`config.mk`:
```
export PLATFORM = sky130hd
export DESIGN_NAME = bitmap_page_allocator_top
export DESIGN_NICKNAME = d
export VERILOG_FILES = /design/src/rtl/core/bpa_pkg.sv /design/src/rtl/core/bpa_ram.sv /design/src/rtl/core/bitmap_page_allocator_top.sv
export VERILOG_INCLUDE_DIRS = /design/src /design/src/rtl/core
export SDC_FILE = /design/constraint.sdc
export NUM_CORES = 2
export LEC_CHECK = 0
export ABC_CLOCK_PERIOD_IN_PS = 15100
export BUFFER_PORTS_ARGS = -buffer_cell sky130_fd_sc_hd__buf_2
export CAP_MARGIN = 40
export CORE_MARGIN = 2
export CORE_UTILIZATION = 50
export CTS_CLUSTER_DIAMETER = 200
export DETAILED_ROUTE_END_ITERATION = 12
export GPL_TIMING_DRIVEN = 0
export PLACE_DENSITY_LB_ADDON = 0.1
export SLEW_MARGIN = 20
export SYNTH_ARGS = -nofsm -noshare
export SYNTH_HDL_FRONTEND = slang
export SYNTH_HIERARCHICAL = 1
export SYNTH_SLANG_ARGS = --single-unit
```
`constraint.sdc`:
```
create_clock -name clock -period 15.1 [get_ports clock]
set_input_delay 0.755 -clock clock [delete_from_list [all_inputs] [get_ports clock]]
set_output_delay 0.755 -clock clock [all_outputs]
set_load 0.01 [all_outputs]
```
`src/rtl/core/assert_macros.svh`:
```
// assertion macros for the rtl files
// expects a clock named clock and a synchronous reset named reset in scope
`ifndef ASSERT_MACROS_SVH
`define ASSERT_MACROS_SVH

// antecedent holds -> consequent holds in the same cycle
`define BPA_ASSERT_SAME(label, ante, cons, msg) \
   label: assert property (@(posedge clock) disable iff (reset) (ante) |-> (cons)) \
      else $error(msg);

// antecedent holds -> consequent holds in the next cycle
`define BPA_ASSERT_NEXT(label, ante, cons, msg) \
   label: assert property (@(posedge clock) disable iff (reset) (ante) |=> (cons)) \
      else $error(msg);

`endif

```
`src/rtl/core/bpa_pkg.sv`:
```
// shared constants and types for the bitmap page allocator
// no dependencies
package bpa_pkg;

   localparam int MAX_PAGES     = 4096;
   localparam int BITS_PER_WORD = 32;
   localparam int PAGE_SHIFT    = 12;

   localparam int ADDR_W      = 32;
   localparam int CMD_W       = 2;
   localparam int STATUS_W    = 2;
   localparam int COUNT_W     = 13;
   localparam int WORD_COUNT  = (MAX_PAGES + BITS_PER_WORD - 1) / BITS_PER_WORD;
   localparam int WORD_IDX_W  = $clog2(WORD_COUNT);
   localparam int BIT_IDX_W   = $clog2(BITS_PER_WORD);
   localparam int PAGE_NUM_W  = ADDR_W - PAGE_SHIFT;
   localparam int WORD_SEL_W  = COUNT_W - BIT_IDX_W;

   typedef enum logic [CMD_W-1:0] {
      CMD_ALLOC   = 2'd0,
      CMD_FREE    = 2'd1,
      CMD_RESERVE = 2'd2
   } cmd_type;

   typedef enum logic [STATUS_W-1:0] {
      STATUS_DONE    = 2'd0,
      STATUS_NO_FREE = 2'd1,
      STATUS_REJECT  = 2'd2
   } status_type;

endpackage

```
`src/rtl/core/bpa_ram.sv`:
```
// generic single-port-write, single-port-read ram with registered read data
// no dependencies
module bpa_ram #(
   parameter int WIDTH = 32,
   parameter int DEPTH = 128
) (
   input  logic                     clock,
   input  logic                     wr_en,
   input  logic [$clog2(DEPTH)-1:0] wr_addr,
   input  logic [WIDTH-1:0]         wr_data,
   input  logic                     rd_en,
   input  logic [$clog2(DEPTH)-1:0] rd_addr,
   output logic [WIDTH-1:0]         rd_data
);

   logic [WIDTH-1:0] mem_ff [DEPTH];
   logic [WIDTH-1:0] rd_data_ff;

   always_ff @(posedge clock) begin
      if (wr_en) begin
         mem_ff[wr_addr] <= wr_data;
      end
      if (rd_en) begin
         rd_data_ff <= mem_ff[rd_addr];
      end
   end

   assign rd_data = rd_data_ff;

endmodule

```
`src/rtl/core/bitmap_page_allocator_top.sv`:
```
// bitmap page allocator: one used bit per page held in a bitmap ram, plus a used count
// depends on bpa_pkg, bpa_ram and assert_macros.svh
//
//  channel  ports                                   handshake
//  request  req_cmd, req_page_address               start high while busy low
//  response rsp_status, rsp_result_address,         rsp_strobe, one cycle, no stall
//           rsp_used_count, rsp_free_count
//  config   csr_wr_data                             csr_wr_en, write only
//
// free and reserve read the addressed bitmap word, check and update it, then register the strobe
// allocate scans 1..128 bitmap words from word 0 until one has a free bit or the last
// word is reached, one word per cycle from the bitmap ram read port
// out-of-range requests, unknown commands and allocate with zero pages answer next cycle
// reset clears the row valid bits at once; a row never written reads as all free
// busy drops in the cycle the strobe is shown, so a new item may start then
`include "assert_macros.svh"

module bitmap_page_allocator_top (
   input  logic                          clock,
   input  logic                          reset,
   input  logic                          start,
   output logic                          busy,
   input  logic [bpa_pkg::CMD_W-1:0]     req_cmd,
   input  logic [bpa_pkg::ADDR_W-1:0]    req_page_address,
   output logic                          rsp_strobe,
   output logic [bpa_pkg::STATUS_W-1:0]  rsp_status,
   output logic [bpa_pkg::ADDR_W-1:0]    rsp_result_address,
   output logic [bpa_pkg::COUNT_W-1:0]   rsp_used_count,
   output logic [bpa_pkg::COUNT_W-1:0]   rsp_free_count,
   input  logic                          csr_wr_en,
   input  logic [bpa_pkg::COUNT_W-1:0]   csr_wr_data
);
   import bpa_pkg::*;

   typedef enum logic [1:0] {
      S_IDLE,
      S_READ,
      S_CHECK
   } state_type;

   state_type                 state_ff, state_in;
   cmd_type                   cmd_ff, cmd_in;
   logic [WORD_IDX_W-1:0]     word_ff, word_in;
   logic [WORD_IDX_W-1:0]     rd_word_ff, rd_word_in;
   logic [BIT_IDX_W-1:0]      bit_ff, bit_in;
   logic [COUNT_W-1:0]        used_ff, used_in;
   logic [COUNT_W-1:0]        total_ff;
   logic [WORD_COUNT-1:0]     row_valid_ff;
   logic                      rd_valid_ff;

   logic                      rsp_strobe_ff, rsp_strobe_in;
   logic [STATUS_W-1:0]       rsp_status_ff, rsp_status_in;
   logic [ADDR_W-1:0]         rsp_addr_ff, rsp_addr_in;
   logic [COUNT_W-1:0]        rsp_used_ff;
   logic [COUNT_W-1:0]        rsp_free_ff;

   logic                      accept;
   logic [COUNT_W-1:0]        total_eff;
   logic [COUNT_W-1:0]        total_m1;
   logic [WORD_IDX_W-1:0]     last_word;
   logic [PAGE_NUM_W-1:0]     req_page;
   logic                      req_in_range;

   logic                      ram_wr_en;
   logic [BITS_PER_WORD-1:0]  ram_wr_data;
   logic                      ram_rd_en;
   logic [WORD_IDX_W-1:0]     ram_rd_addr;
   logic [BITS_PER_WORD-1:0]  ram_rd_data;

   logic [BITS_PER_WORD-1:0]  cur_word;
   logic [BITS_PER_WORD-1:0]  range_mask;
   logic [BITS_PER_WORD-1:0]  free_bits;
   logic [BIT_IDX_W-1:0]      free_idx;
   logic [BITS_PER_WORD-1:0]  free_onehot;
   logic [BITS_PER_WORD-1:0]  sel_onehot;
   logic [WORD_SEL_W-1:0]     full_words;
   logic [WORD_SEL_W-1:0]     rd_word_ext;

   assign accept    = start && !busy;
   assign busy      = (state_ff != S_IDLE);
   assign total_eff = (total_ff > COUNT_W'(MAX_PAGES)) ? COUNT_W'(MAX_PAGES) : total_ff;
   assign total_m1  = total_eff - COUNT_W'(1);
   assign last_word = total_m1[BIT_IDX_W +: WORD_IDX_W];
   assign req_page  = req_page_address[ADDR_W-1:PAGE_SHIFT];
   assign req_in_range = (req_page < PAGE_NUM_W'(total_eff));

   // rows never written since reset read as all free
   assign cur_word = rd_valid_ff ? ram_rd_data : '0;

   // pages at or above the total count as used in the scan
   assign full_words  = total_eff[COUNT_W-1:BIT_IDX_W];
   assign rd_word_ext = WORD_SEL_W'(rd_word_ff);
   always_comb begin
      if (rd_word_ext < full_words) begin
         range_mask = '1;
      end else if (rd_word_ext == full_words) begin
         range_mask = (BITS_PER_WORD'(1) << total_eff[BIT_IDX_W-1:0]) - BITS_PER_WORD'(1);
      end else begin
         range_mask = '0;
      end
   end

   assign free_bits = ~cur_word & range_mask;

   // lowest free bit
   always_comb begin
      free_idx = '0;
      for (int i = BITS_PER_WORD - 1; i >= 0; i--) begin
         if (free_bits[i]) begin
            free_idx = BIT_IDX_W'(i);
         end
      end
   end

   assign free_onehot = BITS_PER_WORD'(1) << free_idx;
   assign sel_onehot  = BITS_PER_WORD'(1) << bit_ff;

   // read port: one word per cycle while scanning
   assign ram_rd_en   = (state_ff == S_READ) || (state_ff == S_CHECK);
   assign ram_rd_addr = word_ff;

   always_comb begin
      state_in      = state_ff;
      cmd_in        = cmd_ff;
      word_in       = word_ff;
      rd_word_in    = rd_word_ff;
      bit_in        = bit_ff;
      used_in       = used_ff;
      rsp_strobe_in = 1'b0;
      rsp_status_in = STATUS_REJECT;
      rsp_addr_in   = '0;
      ram_wr_en     = 1'b0;
      ram_wr_data   = cur_word;

      case (state_ff)
         S_IDLE: begin
            if (accept) begin
               cmd_in  = cmd_type'(req_cmd);
               word_in = req_page[BIT_IDX_W +: WORD_IDX_W];
               bit_in  = req_page[BIT_IDX_W-1:0];
               case (cmd_type'(req_cmd))
                  CMD_ALLOC: begin
                     word_in = '0;
                     if (total_eff == '0) begin
                        rsp_strobe_in = 1'b1;
                        rsp_status_in = STATUS_NO_FREE;
                     end else begin
                        state_in = S_READ;
                     end
                  end
                  CMD_FREE, CMD_RESERVE: begin
                     if (req_in_range) begin
                        state_in = S_READ;
                     end else begin
                        rsp_strobe_in = 1'b1;
                     end
                  end
                  default: begin
                     rsp_strobe_in = 1'b1;
                  end
               endcase
            end
         end
         S_READ: begin
            rd_word_in = word_ff;
            word_in    = word_ff + WORD_IDX_W'(1);
            state_in   = S_CHECK;
         end
         S_CHECK: begin
            case (cmd_ff)
               CMD_ALLOC: begin
                  if (free_bits != '0) begin
                     ram_wr_en     = 1'b1;
                     ram_wr_data   = cur_word | free_onehot;
                     used_in       = used_ff + COUNT_W'(1);
                     rsp_strobe_in = 1'b1;
                     rsp_status_in = STATUS_DONE;
                     rsp_addr_in   = ADDR_W'({rd_word_ff, free_idx}) << PAGE_SHIFT;
                     state_in      = S_IDLE;
                  end else if (rd_word_ff == last_word) begin
                     rsp_strobe_in = 1'b1;
                     rsp_status_in = STATUS_NO_FREE;
                     state_in      = S_IDLE;
                  end else begin
                     rd_word_in = word_ff;
                     word_in    = word_ff + WORD_IDX_W'(1);
                  end
               end
               CMD_FREE: begin
                  rsp_strobe_in = 1'b1;
                  state_in      = S_IDLE;
                  if (cur_word[bit_ff]) begin
                     ram_wr_en     = 1'b1;
                     ram_wr_data   = cur_word & ~sel_onehot;
                     used_in       = (used_ff != '0) ? used_ff - COUNT_W'(1) : used_ff;
                     rsp_status_in = STATUS_DONE;
                  end
               end
               CMD_RESERVE: begin
                  rsp_strobe_in = 1'b1;
                  state_in      = S_IDLE;
                  if (!cur_word[bit_ff]) begin
                     ram_wr_en     = 1'b1;
                     ram_wr_data   = cur_word | sel_onehot;
                     used_in       = used_ff + COUNT_W'(1);
                     rsp_status_in = STATUS_DONE;
                  end
               end
               default: begin
                  rsp_strobe_in = 1'b1;
                  state_in      = S_IDLE;
               end
            endcase
         end
         default: begin
            state_in = S_IDLE;
         end
      endcase
   end

   always_ff @(posedge clock) begin
      if (reset) begin
         state_ff      <= S_IDLE;
         used_ff       <= '0;
         total_ff      <= COUNT_W'(MAX_PAGES);
         row_valid_ff  <= '0;
         rsp_strobe_ff <= 1'b0;
      end else begin
         state_ff      <= state_in;
         used_ff       <= used_in;
         rsp_strobe_ff <= rsp_strobe_in;
         if (csr_wr_en) begin
            total_ff <= csr_wr_data;
         end
         if (ram_wr_en) begin
            row_valid_ff[rd_word_ff] <= 1'b1;
         end
      end
      cmd_ff     <= cmd_in;
      word_ff    <= word_in;
      rd_word_ff <= rd_word_in;
      bit_ff     <= bit_in;
      if (ram_rd_en) begin
         rd_valid_ff <= row_valid_ff[ram_rd_addr];
      end
      if (rsp_strobe_in) begin
         rsp_status_ff <= rsp_status_in;
         rsp_addr_ff   <= rsp_addr_in;
         rsp_used_ff   <= used_in;
         rsp_free_ff   <= (used_in < total_eff) ? total_eff - used_in : '0;
      end
   end

   bpa_ram #(
      .WIDTH (BITS_PER_WORD),
      .DEPTH (WORD_COUNT)
   ) u_bitmap (
      .clock   (clock),
      .wr_en   (ram_wr_en),
      .wr_addr (rd_word_ff),
      .wr_data (ram_wr_data),
      .rd_en   (ram_rd_en),
      .rd_addr (ram_rd_addr),
      .rd_data (ram_rd_data)
   );

   assign rsp_strobe         = rsp_strobe_ff;
   assign rsp_status         = rsp_status_ff;
   assign rsp_result_address = rsp_addr_ff;
   assign rsp_used_count     = rsp_used_ff;
   assign rsp_free_count     = rsp_free_ff;

   // a bitmap write always ends the item, so no read of the next item overlaps it
   `BPA_ASSERT_NEXT(a_write_ends_item, ram_wr_en, state_ff == S_IDLE, "write not followed by idle")
   `BPA_ASSERT_SAME(a_write_in_check, ram_wr_en, state_ff == S_CHECK, "bitmap write outside check")
   `BPA_ASSERT_SAME(a_used_bounded, 1'b1, used_ff <= COUNT_W'(MAX_PAGES), "used count overflow")
   `BPA_ASSERT_SAME(a_strobe_source, rsp_strobe_ff,
      $past(accept) || $past(state_ff == S_CHECK), "response without item")

endmodule
```
# Word level (Yosys, flattened, before mapping)

Memory sizes are Yosys's and may differ from the RTL's. A register that Yosys moved wholly into a read port is not among the register bits.
Index checks and enable logic that the tools add are counted.
W data, S select, Z words.

RAM bits: 4096
Word-level logic and storage cells: 171
Output and inout bits: 62
Register bits after elaboration: 239
Memories: 1
Input bits: 51

Memory list:

| memory          | depth | width | rd ports | clocked after Yosys merged registers in | wr ports | RTL line      | source |
|---|---|---|---|---|---|---|---|
| u_bitmap.mem_ff | 128   | 32    | 1        | 1                                       | 1        | bpa_ram.sv:16 | `logic [WIDTH-1:0] mem_ff [DEPTH];` |

Mux-type cells: 95
Magnitude comparators: 8
Bitwise operators: 7
Add/subtract/negate cells: 6
Eq/ne operators: 16
Shift operators: 3
Reduce and logical (&&, ||, !) cells: 20

Operators with widths:

| cell                    | number |
|---|---|
| $mux W32                | 7 |
| $mux W5                 | 32 |
| $or A128 B128 Y128      | 1 |
| $pmux W32 S3            | 1 |
| $shl A1 B5 Y32 const A  | 3 |
| $mux W13                | 6 |
| $and A32 B32 Y32        | 2 |
| $not A32 Y32            | 2 |
| $or A32 B32 Y32         | 2 |
| $mux W7                 | 8 |
| $pmux W13 S3            | 1 |
| $reduce_bool A32 Y1     | 1 |
| $sub A32 B2 Y32 const B | 1 |
| $mux W2                 | 13 |
| $pmux W7 S3             | 1 |
| $lt A20 B13 Y1          | 1 |
| $lt A7 B8 Y1 const B    | 2 |
| $mux W1                 | 15 |
| $pmux W7 S2             | 1 |
| $add A13 B1 Y13 const B | 1 |
| $gt A13 B13 Y1 const B  | 1 |
| $logic_not A13 Y1       | 1 |
| $lt A13 B13 Y1          | 1 |
| $reduce_bool A13 Y1     | 1 |
| 34 further kinds        | 50 |

# Longest topological paths before layout

Depth in word-level cells: 44
Gate-level depth with buffers: 32
Mapped depth without buffers: 25

# Hierarchy

Netlist, hierarchy kept.

By module, submodules not included:

| module                    | cells an instance | area an instance (um^2) | seq. area each (um^2) | instances |
|---|---|---|---|---|
| bpa_ram                   | 5990              | 156596.4                | 123958.9              | 1 |
| bitmap_page_allocator_top | 1777              | 14795.4                 | 5004.8                | 1 |

# Worst setup path after synthesis

Ideal clock, no wire load.

Path kind: reg2reg
Start: reg total_ff[12]
End: mem u_bitmap.mem_ff[0][2], data pin
Arrival time: 9.284 ns
Data required time: 13.837 ns
Cell stages (with the launch flop): 19
Setup slack: 4.553 ns
Setup time: 1.263 ns
Buffers on the path: 4
Clock period less this slack: 10.547 ns
Path through: dfxtp_1 > buf_6 > clkbuf_1 > clkbuf_1 > nor2b_1 > inv_1 > ha_1 > nand4b_1 > nor2_1 > clkbuf_1 > o221ai_1 > o31ai_1 > a21oi_1 > or3_1 > a211oi_1 > o211ai_1 > o21a_1 > o311a_1 > a221oi_1

Word-level cells in the longest chain between the ends: 44
Elaborated cells between the ends (all ways): 47
Classes of those cells: add/sub (1); order compare (2); eq/ne (1); shift (2); mux (38); bitwise (2); reduce/logical (1)

RTL lines:

| element                  | RTL line                         | source |
|---|---|---|
| from (decl)              | bitmap_page_allocator_top.sv:47  | `logic [COUNT_W-1:0] total_ff;` |
| from (signal assigned)   | bitmap_page_allocator_top.sv:225 | `total_ff <= COUNT_W'(MAX_PAGES);` |
| from (signal assigned)   | bitmap_page_allocator_top.sv:233 | `total_ff <= csr_wr_data;` |
| $gt A13 B13 Y1           | bitmap_page_allocator_top.sv:81  | `assign total_eff = (total_ff > COUNT_W'(MAX_PAGES)) ? COUNT_W'(MAX_PAGES) : total_ff;` |
| $mux W13 *               | bitmap_page_allocator_top.sv:81  |  |
| $shl A1 B5 Y32           | bitmap_page_allocator_top.sv:97  | `range_mask = (BITS_PER_WORD'(1) << total_eff[BIT_IDX_W-1:0]) - BITS_PER_WORD'(1);` |
| $sub A32 B2 Y32          | bitmap_page_allocator_top.sv:97  |  |
| $mux W32                 | bitmap_page_allocator_top.sv:96  | `end else if (rd_word_ext == full_words) begin` |
| $mux W32 *               | bitmap_page_allocator_top.sv:94  | `if (rd_word_ext < full_words) begin` |
| $and A32 B32 Y32 *       | bitmap_page_allocator_top.sv:103 | `assign free_bits = ~cur_word & range_mask;` |
| $mux W5 (32 in series)   | bitmap_page_allocator_top.sv:109 | `if (free_bits[i]) begin` |
| $shl A1 B5 Y32           | bitmap_page_allocator_top.sv:115 | `assign free_onehot = BITS_PER_WORD'(1) << free_idx;` |
| $or A32 B32 Y32          | bitmap_page_allocator_top.sv:174 | `ram_wr_data = cur_word \| free_onehot;` |
| $mux W32 *               | bitmap_page_allocator_top.sv:172 | `if (free_bits != '0) begin` |
| $pmux W32 S3 *           | bitmap_page_allocator_top.sv:170 | `case (cmd_ff)` |
| $mux W32 *               | bitmap_page_allocator_top.sv:135 | `case (state_ff)` |
| named net ram_wr_data[2] | bitmap_page_allocator_top.sv:65  | `logic [BITS_PER_WORD-1:0] ram_wr_data;` |
| to (decl)                | bpa_ram.sv:16                    |  |

The timed path passes the listed nets; every way through them passes the cells marked *.

# Worst setup path after layout

Start: reg total_ff[12]
End: mem u_bitmap.mem_ff[38][15], enable pin

Word-level cells in the longest chain between the ends: 13
Elaborated cells between the ends (all ways): 15
Classes of those cells: add/sub (1); order compare (2); eq/ne (1); shift (1); mux (8); bitwise (1); reduce/logical (1)

RTL lines:

| element                         | RTL line                         | source |
|---|---|---|
| $gt A13 B13 Y1                  | bitmap_page_allocator_top.sv:81  |  |
| $mux W13 *                      | bitmap_page_allocator_top.sv:81  |  |
| $shl A1 B5 Y32                  | bitmap_page_allocator_top.sv:97  |  |
| $sub A32 B2 Y32                 | bitmap_page_allocator_top.sv:97  |  |
| $mux W32                        | bitmap_page_allocator_top.sv:96  |  |
| $mux W32 *                      | bitmap_page_allocator_top.sv:94  |  |
| $and A32 B32 Y32 *              | bitmap_page_allocator_top.sv:103 |  |
| $reduce_bool A32 Y1 *           | bitmap_page_allocator_top.sv:172 |  |
| $mux W1 *                       | bitmap_page_allocator_top.sv:172 |  |
| $pmux W1 S3 *                   | bitmap_page_allocator_top.sv:170 |  |
| $mux W1 *                       | bitmap_page_allocator_top.sv:135 |  |
| named net ram_wr_en             | bitmap_page_allocator_top.sv:64  | `logic ram_wr_en;` |
| $mux W1 *                       | bpa_ram.sv:20                    | `if (wr_en) begin` |
| $mux W1 (implied by the code) * | bpa_ram.sv:21                    | `mem_ff[wr_addr] <= wr_data;` |

Marks and branches as above.

==> flow_summary.json <==
{
  "r2r_setup_slack_ps": 5470,
  "async_flop_share_pct": 0,
  "track_usage_pct": 28.0,
  "ir_drop_v": 0.000110,
  "drtPass1Iterations": 8,
  "critPathCaptureType": "flip-flop",
  "clockBufferDepth": 4,
  "initial_core_util_pct": 50.3,
  "rows": 214,
  "remaining_drc_errors": 0,
  "vias_per_cell": 6.39,
  "routabilityCongestion": 0.920,
  "die_w_um": 589,
  "fin_crit_ps": 9630,
  "drv_slew": 0,
  "insertion_delay_ps": 990,
  "synth_seq_cells": 4347,
  "dieArea_um2": 347000,
  "dp.cells": 12900,
  "combPwrFrac_pct": 14.3,
  "synth_edf_count": 4190,
  "fp.dieH_um": 589,
  "synth_cells": 7767,
  "wl_um": 486000,
  "final_core_util_pct": 59.5,
  "crit_path_max_fanout": 17,
  "internal_power_w": 0.0211,
  "layout.nets": 8900,
  "grt_max_degree": 69,
  "fin_skew_ps": 42.3,
  "synth_seq_area_share_pct": 75.2,
  "netlist_area_um2": 171000,
  "setup_viol": 0,
  "grt.overflow.total": 0,
  "rr_startpoint": "total_ff[12]",
  "clk_pin_slew_worst_paths_ps": 60,
  "crit_required_ps": 15760,
  "yosysWarnings": 6,
  "switchingPower_w": 0.00702,
  "wire_per_inst_um": 35.4,
  "cts_setup_buffers": 0,
  "worst_slew_pin_slew_ps": 932,
  "first_iter_violations": 11500,
  "drv_cap": 0,
  "cts.sinks": 4347,
  "r2r_end": "u_bitmap/mem_ff[38][15]",
  "relSlewSlack_pct": 37.8,
  "syn2layout_area_growth_pct": 18.2,
  "finalCritPeriodShare_pct": 63.8,
  "synth_flop_cell": "edfxtp_1",
  "power_density_nw_per_um2": 139,
  "clock_power_share_pct": 37.7,
  "io_buffers": 78,
  "power_w": 0.0281,
  "status": "finished with violations",
  "syn_area_per_cell_um2": 22.1,
  "numCtsBuffers": 442,
  "pin_count": 113,
  "vias": 87600,
  "p_seq_share_pct": 48.0,
  "finalInstanceArea_um2": 203000,
  "synthDistinctLibCells": 96,
  "htreeDepth": 5,
  "crit_type": "flip-flop to flip-flop",
  "startpoint": "total_ff[12]",
  "rr_worst_depth": 22,
  "grt_pass1_vias": 87500,
  "fmax_mhz": 104,
  "antenna_left": 1,
  "cts_tree": "done",
  "violations": "antenna rules",
  "hold_violations": 0,
  "rsz0062_at_grt": "false",
  "endpoint": "u_bitmap/mem_ff[38][15]",
  "p_leak_nw": 64.2,
  "placed_area_um2": 188000,
  "drive_gt1_share_pct": 32.4,
  "grt_pass1_wl_um": 679000,
  "nFillCells": 24100,
  "worstPathArrival_ps": 10290,
  "root_buffer": "clkbuf_16",
  "crit_path_start_kind": "flip-flop",
  "antenna_found_initial": 54,
  "p_sw_share_pct": 25.0,
  "cts_resized": 0,
  "dp_hpwl_um": 351000,
  "coreArea_um2": 341000,
  "hold_path.class": "primary input to flip-flop",
  "finalNonFillerCells": 13700
}
flip-flops by register name, summed over array words and instances, names as in the netlist:
register,cells
rd_word_ff,7
row_valid_ff,128
rsp_strobe,1
rd_valid_ff,1
rsp_free_count,13
ram_rd_addr,7
rsp_status,2
cmd_ff,2
rsp_used_count,13
rsp_result_address,12
u_bitmap/mem_ff,4096
bit_ff,5
state_ff,2
u_bitmap/rd_data,32
used_ff,13
total_ff,13
logic make-up (layout without fill, tap and decap cells):
logic type,count (synthesis),count (layout),synth area share [%]
AO/OA/AOI/OAI,536,536,2.01
XOR/XNOR,50,50,0.256
adder cells (fa/ha/maj),42,42,0.311
buffers and inverters,519,1901,1.31
flip-flops,4347,4347,75.2
multiplexers,1448,1448,18.6
other,1,37,0.00219
AND/OR/NAND/NOR,824,824,2.25
layer usage:
layer / track usage (%) / vias to the layer above / part of all wire, %
li1: - / 35100 / -
met1: 40.3 / 47700 / 40
met2: 43.4 / 4134 / 47
met3: 5.15 / 696 / 9.3
met4: 10.4 / 8 / 4.1
met5: 0 / - / 0.011
cell usage in the layout, fill, tap and decap left out, types with 110 or more instances in the layout:
master,synthesis,final
buf_12,0,119
clkbuf_1,273,337
a21oi_1,214,213
edfxtp_1,4190,4190
buf_16,0,185
buf_2,96,193
nand2_1,141,141
mux4_2,1389,1389
dfxtp_1,157,157
clkbuf_16,0,450
nor2_4,0,119
nor2_1,393,273
clkinv_1,1,110
power groups by stage:
stage          logic (W)  registers [W]  clock network, W
2_1_floorplan    0.00207         0.0138                 0
3_3_place_gp     0.00357         0.0140                 0
3_5_place_dp     0.00400         0.0138                 0
6_report         0.00404         0.0135            0.0106
4_1_cts          0.00401         0.0135            0.0108
5_1_grt          0.00417         0.0135            0.0112
metrics by stage:
| stage | hold WS [ps] | setup TNS [ps] | setup slack, ps |
|---|---|---|---|
| after floorplan | 431 | 0 | 4550 |
| after global placement | 441 | -5501040 | -6480 |
| after detailed placement | 453 | 0 | 5900 |
| after CTS | 16.4 | 0 | 5820 |
| after global routing | 70.9 | 0 | 5200 |
| final | 74.3 | 0 | 5470 |
critical path, stage by stage, from the launching register on:
cell      delay (ps)
dfxtp_1          390
buf_6            180
clkbuf_1         490
clkbuf_1         540
nor2b_1          240
inv_1            150
ha_1             150
nand4b_1         170
nor2_1           580
clkbuf_1         560
o221ai_1         240
o31ai_1          630
a21oi_1          190
o311ai_1         670
o41ai_1          240
nor2_2           730
clkbuf_1         470
nor2b_1          340
nand3_1          680
clkbuf_2         480
buf_12           250
nor2_4           590
buf_12           270
cells in the mapped netlist, types with 20 or more instances:
master	n	area [µm²]
inv_1	55	206
buf_2	96	480
o22ai_1	26	163
o221ai_1	21	184
buf_4	25	188
ha_1	41	513
a211oi_1	22	165
and3_1	29	181
buf_1	58	218
dfxtp_1	157	3140
nand2_1	141	529
a31oi_1	22	138
nand3_1	41	205
a21o_1	22	165
mux4_2	1389	31300
nor3_1	50	250
xnor2_1	35	307
and2_1	23	144
nor2b_1	20	125
mux2i_1	24	240
clkbuf_1	273	1020
edfxtp_1	4190	126000
a21oi_1	214	1070
mux2_2	35	394
nand2b_1	35	219
o21ai_0	65	325
nor2_1	393	1480
area by class of cell:
type	count	area (µm²)	share of cell area, %
clock inverter	255	2250	1.11
tap	4536	5680	2.80
buffer	462	2080	1.03
timing repair buffer	577	9990	4.93
antenna	17	42.5	0.0210
multi-input combinational	2920	41700	20.6
sequential	4347	129000	63.7
inverter	57	214	0.106
clock buffer	550	11700	5.76
worst min-delay path by stage:
| stage | start | cells past startpoint | end |
|---|---|---|---|
| floorplan | row_valid_ff[102] | 2 | row_valid_ff[102] |
| global placement | row_valid_ff[40] | 2 | row_valid_ff[40] |
| detailed placement | row_valid_ff[70] | 2 | row_valid_ff[70] |
| CTS | csr_wr_data[1] | 3 | total_ff[1] |
| global route | req_page_address[16] | 1 | bit_ff[4] |
| finish | csr_wr_data[5] | 3 | total_ff[5] |
repair_timing:
item                                    in CTS  in global routing
hold endpoints to repair                    12                  0
hold buffers                                12                  0
endpoints found under the setup margin       0                  0
(Power assumes the default switching activity.)
